==> src/hdl/cmfs_pkg.sv <==
// Shared types, widths and constants for the cube map face select unit.
// Depends on nothing; every other file in hdl but cmfs_checker imports it.
package cmfs_pkg;

    // Field widths.
    localparam int DIR_W   = 16;
    localparam int MAG_W   = 17;
    localparam int FSIZE_W = 13;
    localparam int COORD_W = 12;
    localparam int INDEX_W = 24;
    localparam int QUOT_W  = 13;
    localparam int REM_W   = 16;
    localparam int SUM_W   = 17;
    localparam int PROD_W  = 29;
    localparam int DIV_W   = 17;

    // Face size limits.
    localparam int MAX_FACE_SIZE   = 4096;
    localparam int FACE_SIZE_RESET = 256;

    // Cube faces.
    typedef enum logic [2:0] {
        FACE_POS_X = 3'd0,
        FACE_NEG_X = 3'd1,
        FACE_POS_Y = 3'd2,
        FACE_NEG_Y = 3'd3,
        FACE_POS_Z = 3'd4,
        FACE_NEG_Z = 3'd5
    } face_t;

    // One lane of the restoring divider: partial remainder, numerator bits
    // still to be shifted in, and quotient bits found so far.
    typedef struct packed {
        logic [REM_W-1:0]  rem;
        logic [QUOT_W-1:0] low;
        logic [QUOT_W-1:0] quo;
    } cmfs_lane_t;

    // Word carried through the divider stages.
    typedef struct packed {
        logic              zero;
        face_t             face;
        logic [DIV_W-1:0]  div;
        cmfs_lane_t        col;
        cmfs_lane_t        row;
    } cmfs_div_t;

    // Effective face size, saturated to the supported range.
    function automatic logic [FSIZE_W-1:0] sat_face_size(input logic [FSIZE_W-1:0] v);
        logic [FSIZE_W-1:0] r;
        if (v == '0)
            r = FSIZE_W'(1);
        else if (v > FSIZE_W'(MAX_FACE_SIZE))
            r = FSIZE_W'(MAX_FACE_SIZE);
        else
            r = v;
        return r;
    endfunction

endpackage

==> src/hdl/cmfs_major_axis.sv <==
// Front of the pipeline: major axis and face choice, numerator offset and
// the scaling multiply. Three register stages. Depends on cmfs_pkg.
module cmfs_major_axis
    import cmfs_pkg::*;
(
    input  logic                     clk,
    input  logic                     rst_n,
    input  logic                     en,
    input  logic                     in_valid,
    input  logic signed [DIR_W-1:0]  dir_x,
    input  logic signed [DIR_W-1:0]  dir_y,
    input  logic signed [DIR_W-1:0]  dir_z,
    input  logic [FSIZE_W-1:0]       size_eff,
    output logic                     out_valid,
    output cmfs_div_t                out_word
);

    // Stage 1 signals.
    logic signed [MAG_W-1:0] xs, ys, zs;
    logic [MAG_W-1:0]        ax, ay, az;
    logic [MAG_W-1:0]        ma_next;
    logic signed [MAG_W-1:0] sc_next, tc_next;
    face_t                   face_next;
    logic                    zero_next;

    logic                    v1_reg;
    logic [MAG_W-1:0]        ma_reg;
    logic signed [MAG_W-1:0] sc_reg, tc_reg;
    face_t                   face1_reg;
    logic                    zero1_reg;

    // Stage 2 signals.
    logic signed [SUM_W:0]   sum_c, sum_r;
    logic                    v2_reg;
    logic [SUM_W-1:0]        sumc_reg, sumr_reg;
    logic [DIV_W-1:0]        div_reg;
    face_t                   face2_reg;
    logic                    zero2_reg;

    // Stage 3 signals.
    logic [PROD_W:0]         prod_c, prod_r;
    logic                    v3_reg;
    cmfs_div_t               word_next, word_reg;

    // Magnitudes, with the most negative value widened so it stays exact.
    always_comb
    begin
        xs = MAG_W'(dir_x);
        ys = MAG_W'(dir_y);
        zs = MAG_W'(dir_z);
        ax = xs[MAG_W-1] ? MAG_W'(-xs) : MAG_W'(xs);
        ay = ys[MAG_W-1] ? MAG_W'(-ys) : MAG_W'(ys);
        az = zs[MAG_W-1] ? MAG_W'(-zs) : MAG_W'(zs);
    end

    // Major axis with ties going to x, then y; face and numerators follow.
    always_comb
    begin
        zero_next = (dir_x == '0) && (dir_y == '0) && (dir_z == '0);
        if (ax >= ay && ax >= az)
        begin
            ma_next = ax;
            tc_next = -ys;
            if (!xs[MAG_W-1] && !zero_next)
            begin
                face_next = FACE_POS_X;
                sc_next   = -zs;
            end
            else if (zero_next)
            begin
                face_next = FACE_POS_X;
                sc_next   = zs;
            end
            else
            begin
                face_next = FACE_NEG_X;
                sc_next   = zs;
            end
        end
        else if (ay >= az)
        begin
            ma_next = ay;
            sc_next = xs;
            if (!ys[MAG_W-1])
            begin
                face_next = FACE_POS_Y;
                tc_next   = zs;
            end
            else
            begin
                face_next = FACE_NEG_Y;
                tc_next   = -zs;
            end
        end
        else
        begin
            ma_next = az;
            tc_next = -ys;
            if (!zs[MAG_W-1])
            begin
                face_next = FACE_POS_Z;
                sc_next   = xs;
            end
            else
            begin
                face_next = FACE_NEG_Z;
                sc_next   = -xs;
            end
        end
    end

    // Offset numerators into [0, 2*ma]; the divisor is 2*ma.
    always_comb
    begin
        sum_c = (SUM_W+1)'(sc_reg) + (SUM_W+1)'($signed({1'b0, ma_reg}));
        sum_r = (SUM_W+1)'(tc_reg) + (SUM_W+1)'($signed({1'b0, ma_reg}));
    end

    // Scale by the face size and split into the divider's starting word.
    always_comb
    begin
        prod_c = (PROD_W+1)'(sumc_reg) * (PROD_W+1)'(size_eff);
        prod_r = (PROD_W+1)'(sumr_reg) * (PROD_W+1)'(size_eff);
        word_next.zero     = zero2_reg;
        word_next.face     = face2_reg;
        word_next.div      = div_reg;
        word_next.col.rem  = prod_c[PROD_W-1:QUOT_W];
        word_next.col.low  = prod_c[QUOT_W-1:0];
        word_next.col.quo  = '0;
        word_next.row.rem  = prod_r[PROD_W-1:QUOT_W];
        word_next.row.low  = prod_r[QUOT_W-1:0];
        word_next.row.quo  = '0;
    end

    // Valid bits of the three stages.
    always_ff @(posedge clk or negedge rst_n)
    begin
        if (!rst_n)
        begin
            v1_reg <= 1'b0;
            v2_reg <= 1'b0;
            v3_reg <= 1'b0;
        end
        else if (en)
        begin
            v1_reg <= in_valid;
            v2_reg <= v1_reg;
            v3_reg <= v2_reg;
        end
    end

    // Payload of the three stages.
    always_ff @(posedge clk)
    begin
        if (en)
        begin
            ma_reg    <= ma_next;
            sc_reg    <= sc_next;
            tc_reg    <= tc_next;
            face1_reg <= face_next;
            zero1_reg <= zero_next;
            sumc_reg  <= sum_c[SUM_W-1:0];
            sumr_reg  <= sum_r[SUM_W-1:0];
            div_reg   <= {ma_reg[MAG_W-2:0], 1'b0};
            face2_reg <= face1_reg;
            zero2_reg <= zero1_reg;
            word_reg  <= word_next;
        end
    end

    assign out_valid = v3_reg;
    assign out_word  = word_reg;

endmodule

==> src/hdl/cmfs_div_step.sv <==
// One restoring division step for the column and row lanes together.
// One register stage. Depends on cmfs_pkg.
module cmfs_div_step
    import cmfs_pkg::*;
(
    input  logic      clk,
    input  logic      rst_n,
    input  logic      en,
    input  logic      in_valid,
    input  cmfs_div_t in_word,
    output logic      out_valid,
    output cmfs_div_t out_word
);

    logic      valid_reg;
    cmfs_div_t word_next, word_reg;

    // Shift in the next numerator bit, subtract the divisor where it fits.
    function automatic cmfs_lane_t lane_step(input cmfs_lane_t l, input logic [DIV_W-1:0] d);
        logic [REM_W:0] t;
        cmfs_lane_t     r;
        t = {l.rem, l.low[QUOT_W-1]};
        if (t >= d)
        begin
            r.rem = REM_W'(t - d);
            r.quo = {l.quo[QUOT_W-2:0], 1'b1};
        end
        else
        begin
            r.rem = t[REM_W-1:0];
            r.quo = {l.quo[QUOT_W-2:0], 1'b0};
        end
        r.low = {l.low[QUOT_W-2:0], 1'b0};
        return r;
    endfunction

    always_comb
    begin
        word_next     = in_word;
        word_next.col = lane_step(in_word.col, in_word.div);
        word_next.row = lane_step(in_word.row, in_word.div);
    end

    // Valid bit.
    always_ff @(posedge clk or negedge rst_n)
    begin
        if (!rst_n)
            valid_reg <= 1'b0;
        else if (en)
            valid_reg <= in_valid;
    end

    // Payload.
    always_ff @(posedge clk)
    begin
        if (en)
            word_reg <= word_next;
    end

    assign out_valid = valid_reg;
    assign out_word  = word_reg;

endmodule

==> src/hdl/cmfs_texel_out.sv <==
// Back of the pipeline: clamp to the face edge, texel index multiply and
// the output register. Two register stages. Depends on cmfs_pkg.
module cmfs_texel_out
    import cmfs_pkg::*;
(
    input  logic                 clk,
    input  logic                 rst_n,
    input  logic                 en,
    input  logic                 in_valid,
    input  cmfs_div_t            in_word,
    input  logic [FSIZE_W-1:0]   size_eff,
    output logic                 out_valid,
    output logic [2:0]           face,
    output logic [COORD_W-1:0]   texel_col,
    output logic [COORD_W-1:0]   texel_row,
    output logic [INDEX_W-1:0]   texel_index,
    output logic                 zero_dir
);

    logic [FSIZE_W-1:0] size_m1;
    logic [COORD_W-1:0] col_next, row_next;
    logic [INDEX_W:0]   idx_prod;
    logic [INDEX_W-1:0] idx_next;

    logic               vc_reg, vo_reg;
    logic [COORD_W-1:0] colc_reg, rowc_reg;
    face_t              facec_reg;
    logic               zeroc_reg;

    logic [2:0]         face_reg;
    logic [COORD_W-1:0] col_reg, row_reg;
    logic [INDEX_W-1:0] idx_reg;
    logic               zero_reg;

    // Clamp an exact edge hit to size minus one; a zero vector reads as 0.
    always_comb
    begin
        size_m1 = size_eff - FSIZE_W'(1);
        if (in_word.zero)
        begin
            col_next = '0;
            row_next = '0;
        end
        else
        begin
            col_next = (in_word.col.quo > size_m1) ? size_m1[COORD_W-1:0]
                                                   : in_word.col.quo[COORD_W-1:0];
            row_next = (in_word.row.quo > size_m1) ? size_m1[COORD_W-1:0]
                                                   : in_word.row.quo[COORD_W-1:0];
        end
    end

    // Texel index within the face.
    always_comb
    begin
        idx_prod = (INDEX_W+1)'(rowc_reg) * (INDEX_W+1)'(size_eff);
        idx_next = idx_prod[INDEX_W-1:0] + INDEX_W'(colc_reg);
    end

    // Valid bits.
    always_ff @(posedge clk or negedge rst_n)
    begin
        if (!rst_n)
        begin
            vc_reg <= 1'b0;
            vo_reg <= 1'b0;
        end
        else if (en)
        begin
            vc_reg <= in_valid;
            vo_reg <= vc_reg;
        end
    end

    // Payload.
    always_ff @(posedge clk)
    begin
        if (en)
        begin
            colc_reg  <= col_next;
            rowc_reg  <= row_next;
            facec_reg <= in_word.face;
            zeroc_reg <= in_word.zero;
            face_reg  <= facec_reg;
            col_reg   <= colc_reg;
            row_reg   <= rowc_reg;
            idx_reg   <= idx_next;
            zero_reg  <= zeroc_reg;
        end
    end

    assign out_valid   = vo_reg;
    assign face        = face_reg;
    assign texel_col   = col_reg;
    assign texel_row   = row_reg;
    assign texel_index = idx_reg;
    assign zero_dir    = zero_reg;

endmodule

==> src/hdl/cube_map_face_select_unit.sv <==
// A word accepted at a clock edge reaches m_tdata through 18 register stages
// (3 front, 13 divider steps, clamp, output register).
// Throughput: one word per cycle unless the output stalls; the thirteen one-bit
// division steps per lane each hold their own stage, so a new word may enter every cycle.
// A stall on the output freezes every stage together; nothing is dropped.
// Reset clears all valid bits at once and loads face_size with 256.
module cube_map_face_select_unit
    import cmfs_pkg::*;
(
    input  logic                clk,
    input  logic                rst_n,
    // Configuration: face_size write.
    input  logic                cfg_valid,
    output logic                cfg_ready,
    input  logic [FSIZE_W-1:0]  cfg_data,
    // Input stream.
    input  logic                s_tvalid,
    output logic                s_tready,
    input  logic [47:0]         s_tdata,   // dir_x[15:0], dir_y[31:16], dir_z[47:32]
    // Output stream.
    output logic                m_tvalid,
    input  logic                m_tready,
    output logic [55:0]         m_tdata,   // face[2:0], texel_col[14:3],
                                           // texel_row[26:15], texel_index[50:27]
    output logic [0:0]          m_tuser    // zero_dir[0]
);

    localparam int NSTEP = QUOT_W;

    logic [FSIZE_W-1:0] size_reg;
    logic [FSIZE_W-1:0] size_eff;
    logic               en;

    logic               front_valid;
    cmfs_div_t          front_word;
    logic               step_valid [NSTEP+1];
    cmfs_div_t          step_word  [NSTEP+1];

    logic [2:0]         face;
    logic [COORD_W-1:0] texel_col, texel_row;
    logic [INDEX_W-1:0] texel_index;
    logic               zero_dir;

    // Face size register; writes are always taken.
    assign cfg_ready = 1'b1;

    always_ff @(posedge clk or negedge rst_n)
    begin
        if (!rst_n)
            size_reg <= FSIZE_W'(FACE_SIZE_RESET);
        else if (cfg_valid)
            size_reg <= cfg_data;
    end

    assign size_eff = sat_face_size(size_reg);

    // The whole pipeline advances unless a finished word is held at the output.
    assign en       = !m_tvalid || m_tready;
    assign s_tready = en;

    cmfs_major_axis u_front (
        .clk       (clk),
        .rst_n     (rst_n),
        .en        (en),
        .in_valid  (s_tvalid),
        .dir_x     ($signed(s_tdata[15:0])),
        .dir_y     ($signed(s_tdata[31:16])),
        .dir_z     ($signed(s_tdata[47:32])),
        .size_eff  (size_eff),
        .out_valid (front_valid),
        .out_word  (front_word)
    );

    assign step_valid[0] = front_valid;
    assign step_word[0]  = front_word;

    // One quotient bit per stage for both lanes.
    for (genvar i = 0; i < NSTEP; i++)
    begin : g_div
        cmfs_div_step u_step (
            .clk       (clk),
            .rst_n     (rst_n),
            .en        (en),
            .in_valid  (step_valid[i]),
            .in_word   (step_word[i]),
            .out_valid (step_valid[i+1]),
            .out_word  (step_word[i+1])
        );
    end

    cmfs_texel_out u_back (
        .clk         (clk),
        .rst_n       (rst_n),
        .en          (en),
        .in_valid    (step_valid[NSTEP]),
        .in_word     (step_word[NSTEP]),
        .size_eff    (size_eff),
        .out_valid   (m_tvalid),
        .face        (face),
        .texel_col   (texel_col),
        .texel_row   (texel_row),
        .texel_index (texel_index),
        .zero_dir    (zero_dir)
    );

    // Output packing.
    assign m_tdata = {5'b0, texel_index, texel_row, texel_col, face};
    assign m_tuser = zero_dir;

endmodule

==> config.mk <==
export PLATFORM = sky130hd
export DESIGN_NAME = cube_map_face_select_unit
export DESIGN_NICKNAME = d
export VERILOG_FILES = /design/src/hdl/cmfs_pkg.sv /design/src/hdl/cmfs_major_axis.sv /design/src/hdl/cmfs_div_step.sv /design/src/hdl/cmfs_texel_out.sv /design/src/hdl/cube_map_face_select_unit.sv
export SDC_FILE = /design/constraint.sdc
export NUM_CORES = 2
export LEC_CHECK = 0
export CAP_MARGIN = 25
export CORE_MARGIN = 2
export CORE_UTILIZATION = 55
export CTS_CLUSTER_SIZE = 14
export DETAILED_ROUTE_END_ITERATION = 8
export DONT_BUFFER_PORTS = 1
export GPL_ROUTABILITY_DRIVEN = 1
export PLACE_DENSITY = 0.67
export SLEW_MARGIN = 30
export SYNTH_ARGS = -nofsm -noshare
export SYNTH_HDL_FRONTEND = slang
export SYNTH_HIERARCHICAL = 1
export SYNTH_SLANG_ARGS = --single-unit
==> constraint.sdc <==
create_clock -name clk -period 102.8 [get_ports clk]
set_input_delay 0 -clock clk [delete_from_list [all_inputs] [get_ports clk]]
set_output_delay 0 -clock clk [all_outputs]
set_load 0.01 [all_outputs]
After elaboration in Yosys (flattened, before gate mapping)
Index checks and enable logic that the tools add are counted.
{"block": "word_totals", "elab_cells": 307, "regBits": 1264, "out_inout_bits": 60}
{"block": "op_classes", "order_cmp": 32, "n_mul": 3, "n_mux": 72, "n_reduce_logical": 12, "addsub": 31}
{"cell": ">= comparator 17 bit", "n": 29}
{"cell": "2-to-1 mux 16 bit", "n": 24}
{"cell": "subtractor 16 bit", "n": 24}
{"cell": "2-to-1 mux 17 bit", "n": 12}
{"cell": "multiplier 17 x 13 -> 29 bit", "n": 2}
{"cell": "negator 16 -> 17 bit", "n": 3}
{"cell": "logical NOT 16 bit", "n": 3}
{"cell": "adder 17 bit", "n": 2}
{"cell": "2-to-1 mux 1 bit", "n": 29}
{"cell": "> comparator 13 bit", "n": 2}
{"cell": "2-to-1 mux 13 bit", "n": 2}
{"cell": "adder 24 x 12 -> 24 bit", "n": 1}
{"cell": "multiplier 12 x 13 -> 24 bit", "n": 1}
{"cell": "2-to-1 mux 12 bit", "n": 2}
{"cell": "> comparator 13 bit, second input constant", "n": 1}
{"cell": "logical NOT 13 bit", "n": 1}
{"cell": "subtractor 13 x 1 -> 13 bit, second input constant", "n": 1}
{"cell": "2-to-1 mux 3 bit", "n": 3}
{"cell": "logical AND 1 bit", "n": 4}
{"cell": "logical NOT 1 bit", "n": 3}
{"cell": "logical OR 1 bit", "n": 1}

Logic depth before layout (Yosys ltp)
{"block": "depth", "depth_word": 7, "depth_mapped": 23, "ltp_nobuf": 20}

Modules after synthesis
The synthesis kept the hierarchy.
{"module": "cmfs_div_step (g_div[0].u_step ...)", "instances": 11, "cells_each": 413, "area_each_um2": 5435.2}
{"module": "cmfs_major_axis", "instances": 1, "cells_each": 2652, "area_each_um2": 25356.8}
{"module": "cmfs_div_step (g_div[8].u_step ...)", "instances": 2, "cells_each": 371, "area_each_um2": 5158.7}
{"module": "cmfs_texel_out", "instances": 1, "cells_each": 896, "area_each_um2": 9207.6}
{"module": "cube_map_face_select_unit", "instances": 1, "cells_each": 55, "area_each_um2": 680.7}

Least setup slack after synthesis
OpenSTA, ideal clock, no wires.
{"block": "synth_timing", "kind": "input to register", "startpoint": "in m_tready", "endpoint": "reg g_div[0].u_step.valid_reg", "t_arrival_ns": 43.444, "setup_time_ns": 0.207, "setup_slack_ns": 59.148, "t_required_ns": 102.593, "stages": 2, "path_cell_list": "nand2b_1 mux2_2"}
{"block": "synth_between", "elab_chain_len": 1}
{"item": "start, declared", "line_no": "cube_map_face_select_unit.sv:22", "text": "input logic m_tready,"}
{"item": "logical OR 1 bit", "line_no": "cube_map_face_select_unit.sv:58", "text": "assign en = !m_tvalid || m_tready;"}
{"item": "end signal, assigned", "line_no": "cmfs_div_step.sv:50", "text": "valid_reg <= in_valid;"}
{"item": "end, declared", "line_no": "cmfs_div_step.sv:15", "text": "logic valid_reg;"}
Every way passes these cells.
A chain may end at the register's enable or synchronous reset.

Worst setup path in the final report
{"block": "layout_timing", "startpoint": "reg size_reg[12]", "endpoint": "reg u_front.word_reg, in the netlist u_front/out_word[78] (data pin)"}
{"block": "layout_between", "elab_chain_len": 4, "elab_cells_between_ends": 5, "cone_classes": "mul: 1; order compare: 1; mux: 2; reduce/logical: 1"}
{"item": "start, declared", "line_no": "cube_map_face_select_unit.sv:30", "text": "logic [FSIZE_W-1:0] size_reg;"}
{"item": "start signal, assigned", "line_no": "cube_map_face_select_unit.sv:50", "text": "size_reg <= FSIZE_W'(FACE_SIZE_RESET);"}
{"item": "start signal, assigned", "line_no": "cube_map_face_select_unit.sv:52", "text": "size_reg <= cfg_data;"}
{"item": "> comparator 13 bit", "line_no": "cmfs_pkg.sv:53", "text": "else if (v > FSIZE_W'(MAX_FACE_SIZE))"}
{"item": "2-to-1 mux 13 bit", "line_no": "cmfs_pkg.sv:53"}
{"item": "2-to-1 mux 13 bit (*)", "line_no": "cmfs_pkg.sv:51", "text": "if (v == '0)"}
{"item": "via size_eff[9]", "line_no": "cube_map_face_select_unit.sv:31", "text": "logic [FSIZE_W-1:0] size_eff;"}
{"item": "multiplier 17 x 13 -> 29 bit (*)", "line_no": "cmfs_major_axis.sv:122", "text": "prod_c = (PROD_W+1)'(sumc_reg) * (PROD_W+1)'(size_eff);"}
{"item": "via u_front.prod_c[23]", "line_no": "cmfs_major_axis.sv:41", "text": "logic [PROD_W:0] prod_c, prod_r;"}
{"item": "end signal, assigned", "line_no": "cmfs_major_axis.sv:167", "text": "word_reg <= word_next;"}
{"item": "end, declared", "line_no": "cmfs_major_axis.sv:43", "text": "cmfs_div_t word_next, word_reg;"}
The timed path passes the listed nets; every way through them passes the cells marked *.

==> impl_metrics.json <==
{
  "final.min_clock_period_ns": 6.95,
  "rows": 150,
  "routed_wl_um": 223000,
  "cts_tree": "done",
  "max_freq_mhz": 144,
  "grt_pass1_vias": 61900,
  "vias_per_cell": 5.83,
  "place_inst": 10200,
  "hold_viol": 0,
  "globalRouteTotalUtil_pct": 25.7,
  "gp_congestion": 0.926,
  "whs_endpoint": "u_front/ma_reg[14]$_DFFE_PP_",
  "drive_gt1_share_pct": 8.87,
  "io_buffers": 0,
  "setup_tns_ns": 0,
  "drtPass1Iterations": 5,
  "postSynthAreaPerCell_um2": 11.2,
  "fill_cells": 13500,
  "r2r-start": "size_reg[12]$_DFFE_PN0P_",
  "yosysWarnings": 6,
  "nets": 9647,
  "maxSlewViolCount": 0,
  "slowest_stage": "buf_4",
  "r2r_slack_ns": 95.85,
  "grt_overflow": 0,
  "die_h_um": 415,
  "routed-via-count": 62100,
  "hold_path_depth": 6,
  "drcViolationCount": 0,
  "hp-start": "s_tdata[24]",
  "critPathCaptureType": "flip-flop",
  "cpLargestDelayFamily": "adder cells",
  "synthCells": 8274,
  "cts_max_path_buffers": 3,
  "h-tree-depth": 4,
  "skew_ns": 0.0380,
  "drtIter0Drc": 4703,
  "grt_pass1_wl_um": 349000,
  "die_area_um2": 172000,
  "cts_resized": 0,
  "rr_worst_depth": 21,
  "clock_latency_ns": 0.81,
  "cts_root_buffer": "clkbuf_16",
  "cts_sinks": 1276,
  "post_drt_wl_per_cell_um": 20.9,
  "antenna_left": 0,
  "regArea_um2": 38200,
  "criticalPathCategory": "flip-flop to flip-flop",
  "crit_fanout": 60,
  "clkTransAtPathRegs_ns": 0.06,
  "syn-cell-area_um2": 92700,
  "cts_hold_buf": 146,
  "die-width_um": 415,
  "largest_register_ffs": 978,
  "worst-path-buf-inv": 6,
  "start_util_pct": 55.4,
  "rsz0062_at_grt": "no",
  "post-cts-setup-buffers": 0,
  "ios": 126,
  "rr_endpoint": "u_front/out_word[78]$_DFFE_PP_",
  "syn_to_final_growth_pct": 8.47,
  "hold_class": "input pin to flip-flop",
  "fp.coreArea_um2": 167000,
  "drv_cap": 0,
  "fin_ws_ns": 95.85,
  "hpwl_um": 168000,
  "instances_no_fill": 10700,
  "worst_pin_slew_ns": 0.961,
  "required_ns": 103.35,
  "period_share_pct": 6.76,
  "place_ws_ns": 95.90,
  "antenna_found_initial": 4,
  "setup_violations": 0,
  "grt_start_max_net_pins": 162,
  "path_cells": "buf_4, nor2b_4, buf_4, and2_1, fa_1, inv_1, fa_1, inv_1, fa_1, fa_1, inv_1, fa_1, inv_1, ha_1, a21oi_1, o21ai_0, or4_1, o221ai_1, nand2_1, a211oi_1, xnor2_1",
  "numCtsBuffers": 139,
  "max_slew_margin_pct": 35.9,
  "multi_input_area_um2": 49200,
  "crit_path_max_incr_delay_ns": 0.65,
  "path_common_cell": "fa_1",
  "worst_hold_slack_ns": 0.0658,
  "cp.arrival_ns": 7.49,
  "status": "complete, no violations",
  "startpoint_type": "flip-flop"
}
[metrics by stage]
stage,utilization [%],cell area (um2)
floorplan,-,92800
detailed placement,56.4,94300
global placement,56.3,94300
global route,60.1,101000
CTS,60.1,101000
finish,60.1,101000
[worst min-delay path, cell delays in order]
cell	delay, ns
or3_4	0.13
o41ai_1	0.09
xnor2_1	0.18
inv_1	0.09
mux2_2	0.14
a21oi_1	0.06
[worst max-delay path by stage]
stage                        startpoint  cells after the start                                     to  slack [ns]
2_1_floorplan                  m_tready                      2  g_div[0].u_step/out_valid$_DFFE_PN0P_       68.75
3_3_place_gp   size_reg[12]$_DFFE_PN0P_                     21         u_front/out_word[78]$_DFFE_PP_       95.92
3_5_place_dp   size_reg[12]$_DFFE_PN0P_                     21         u_front/out_word[78]$_DFFE_PP_       95.90
4_1_cts        size_reg[12]$_DFFE_PN0P_                     21         u_front/out_word[78]$_DFFE_PP_       95.88
5_1_grt        size_reg[12]$_DFFE_PN0P_                     21         u_front/out_word[78]$_DFFE_PP_       95.50
6_report       size_reg[12]$_DFFE_PN0P_                     21         u_front/out_word[78]$_DFFE_PP_       95.85
[layout make-up]
type                    instances  area share (%)
multi-input cells            5695            48.9
flip-flops and latches       1276            37.9
inverters                    1030            3.84
clock buffers                 159            3.55
well taps                    2204            2.74
repair buffers                192            1.91
clock inverters                93            1.12
diodes                          4         0.00995
[placed cells by master (no fill, tap or decap), types with 35 or more instances in the layout]
cell type / count
nand2_1: 637
edfxtp_1: 1245
nor3_1: 121
dlygate4sd3_1: 143
a211oi_1: 44
ha_1: 773
clkbuf_16: 140
mux2_1: 41
mux2_4: 80
nand3_1: 56
fa_1: 474
and3_1: 84
o21a_1: 86
nand4_1: 75
a31oi_1: 58
o31ai_1: 54
and2_1: 304
inv_1: 1019
mux2i_1: 119
mux2_2: 152
xor2_1: 173
a21oi_1: 441
xnor2_1: 219
a21o_1: 205
o21ai_0: 316
nor2b_1: 79
buf_4: 35
nand2b_1: 80
nor2_1: 316
[routing by layer]
layer | up-vias | part of all wire (%) | GRT usage (%)
met4 | 0 | 3.4 | 8.83
met3 | 382 | 4.7 | 3.04
met5 | - | 0 | 0
met1 | 30600 | 43 | 34.6
li1 | 29400 | - | -
met2 | 1697 | 49 | 43.3
Power is not shown: default switching activity piles up to over one toggle a cycle in this logic, so the estimate is an artifact.
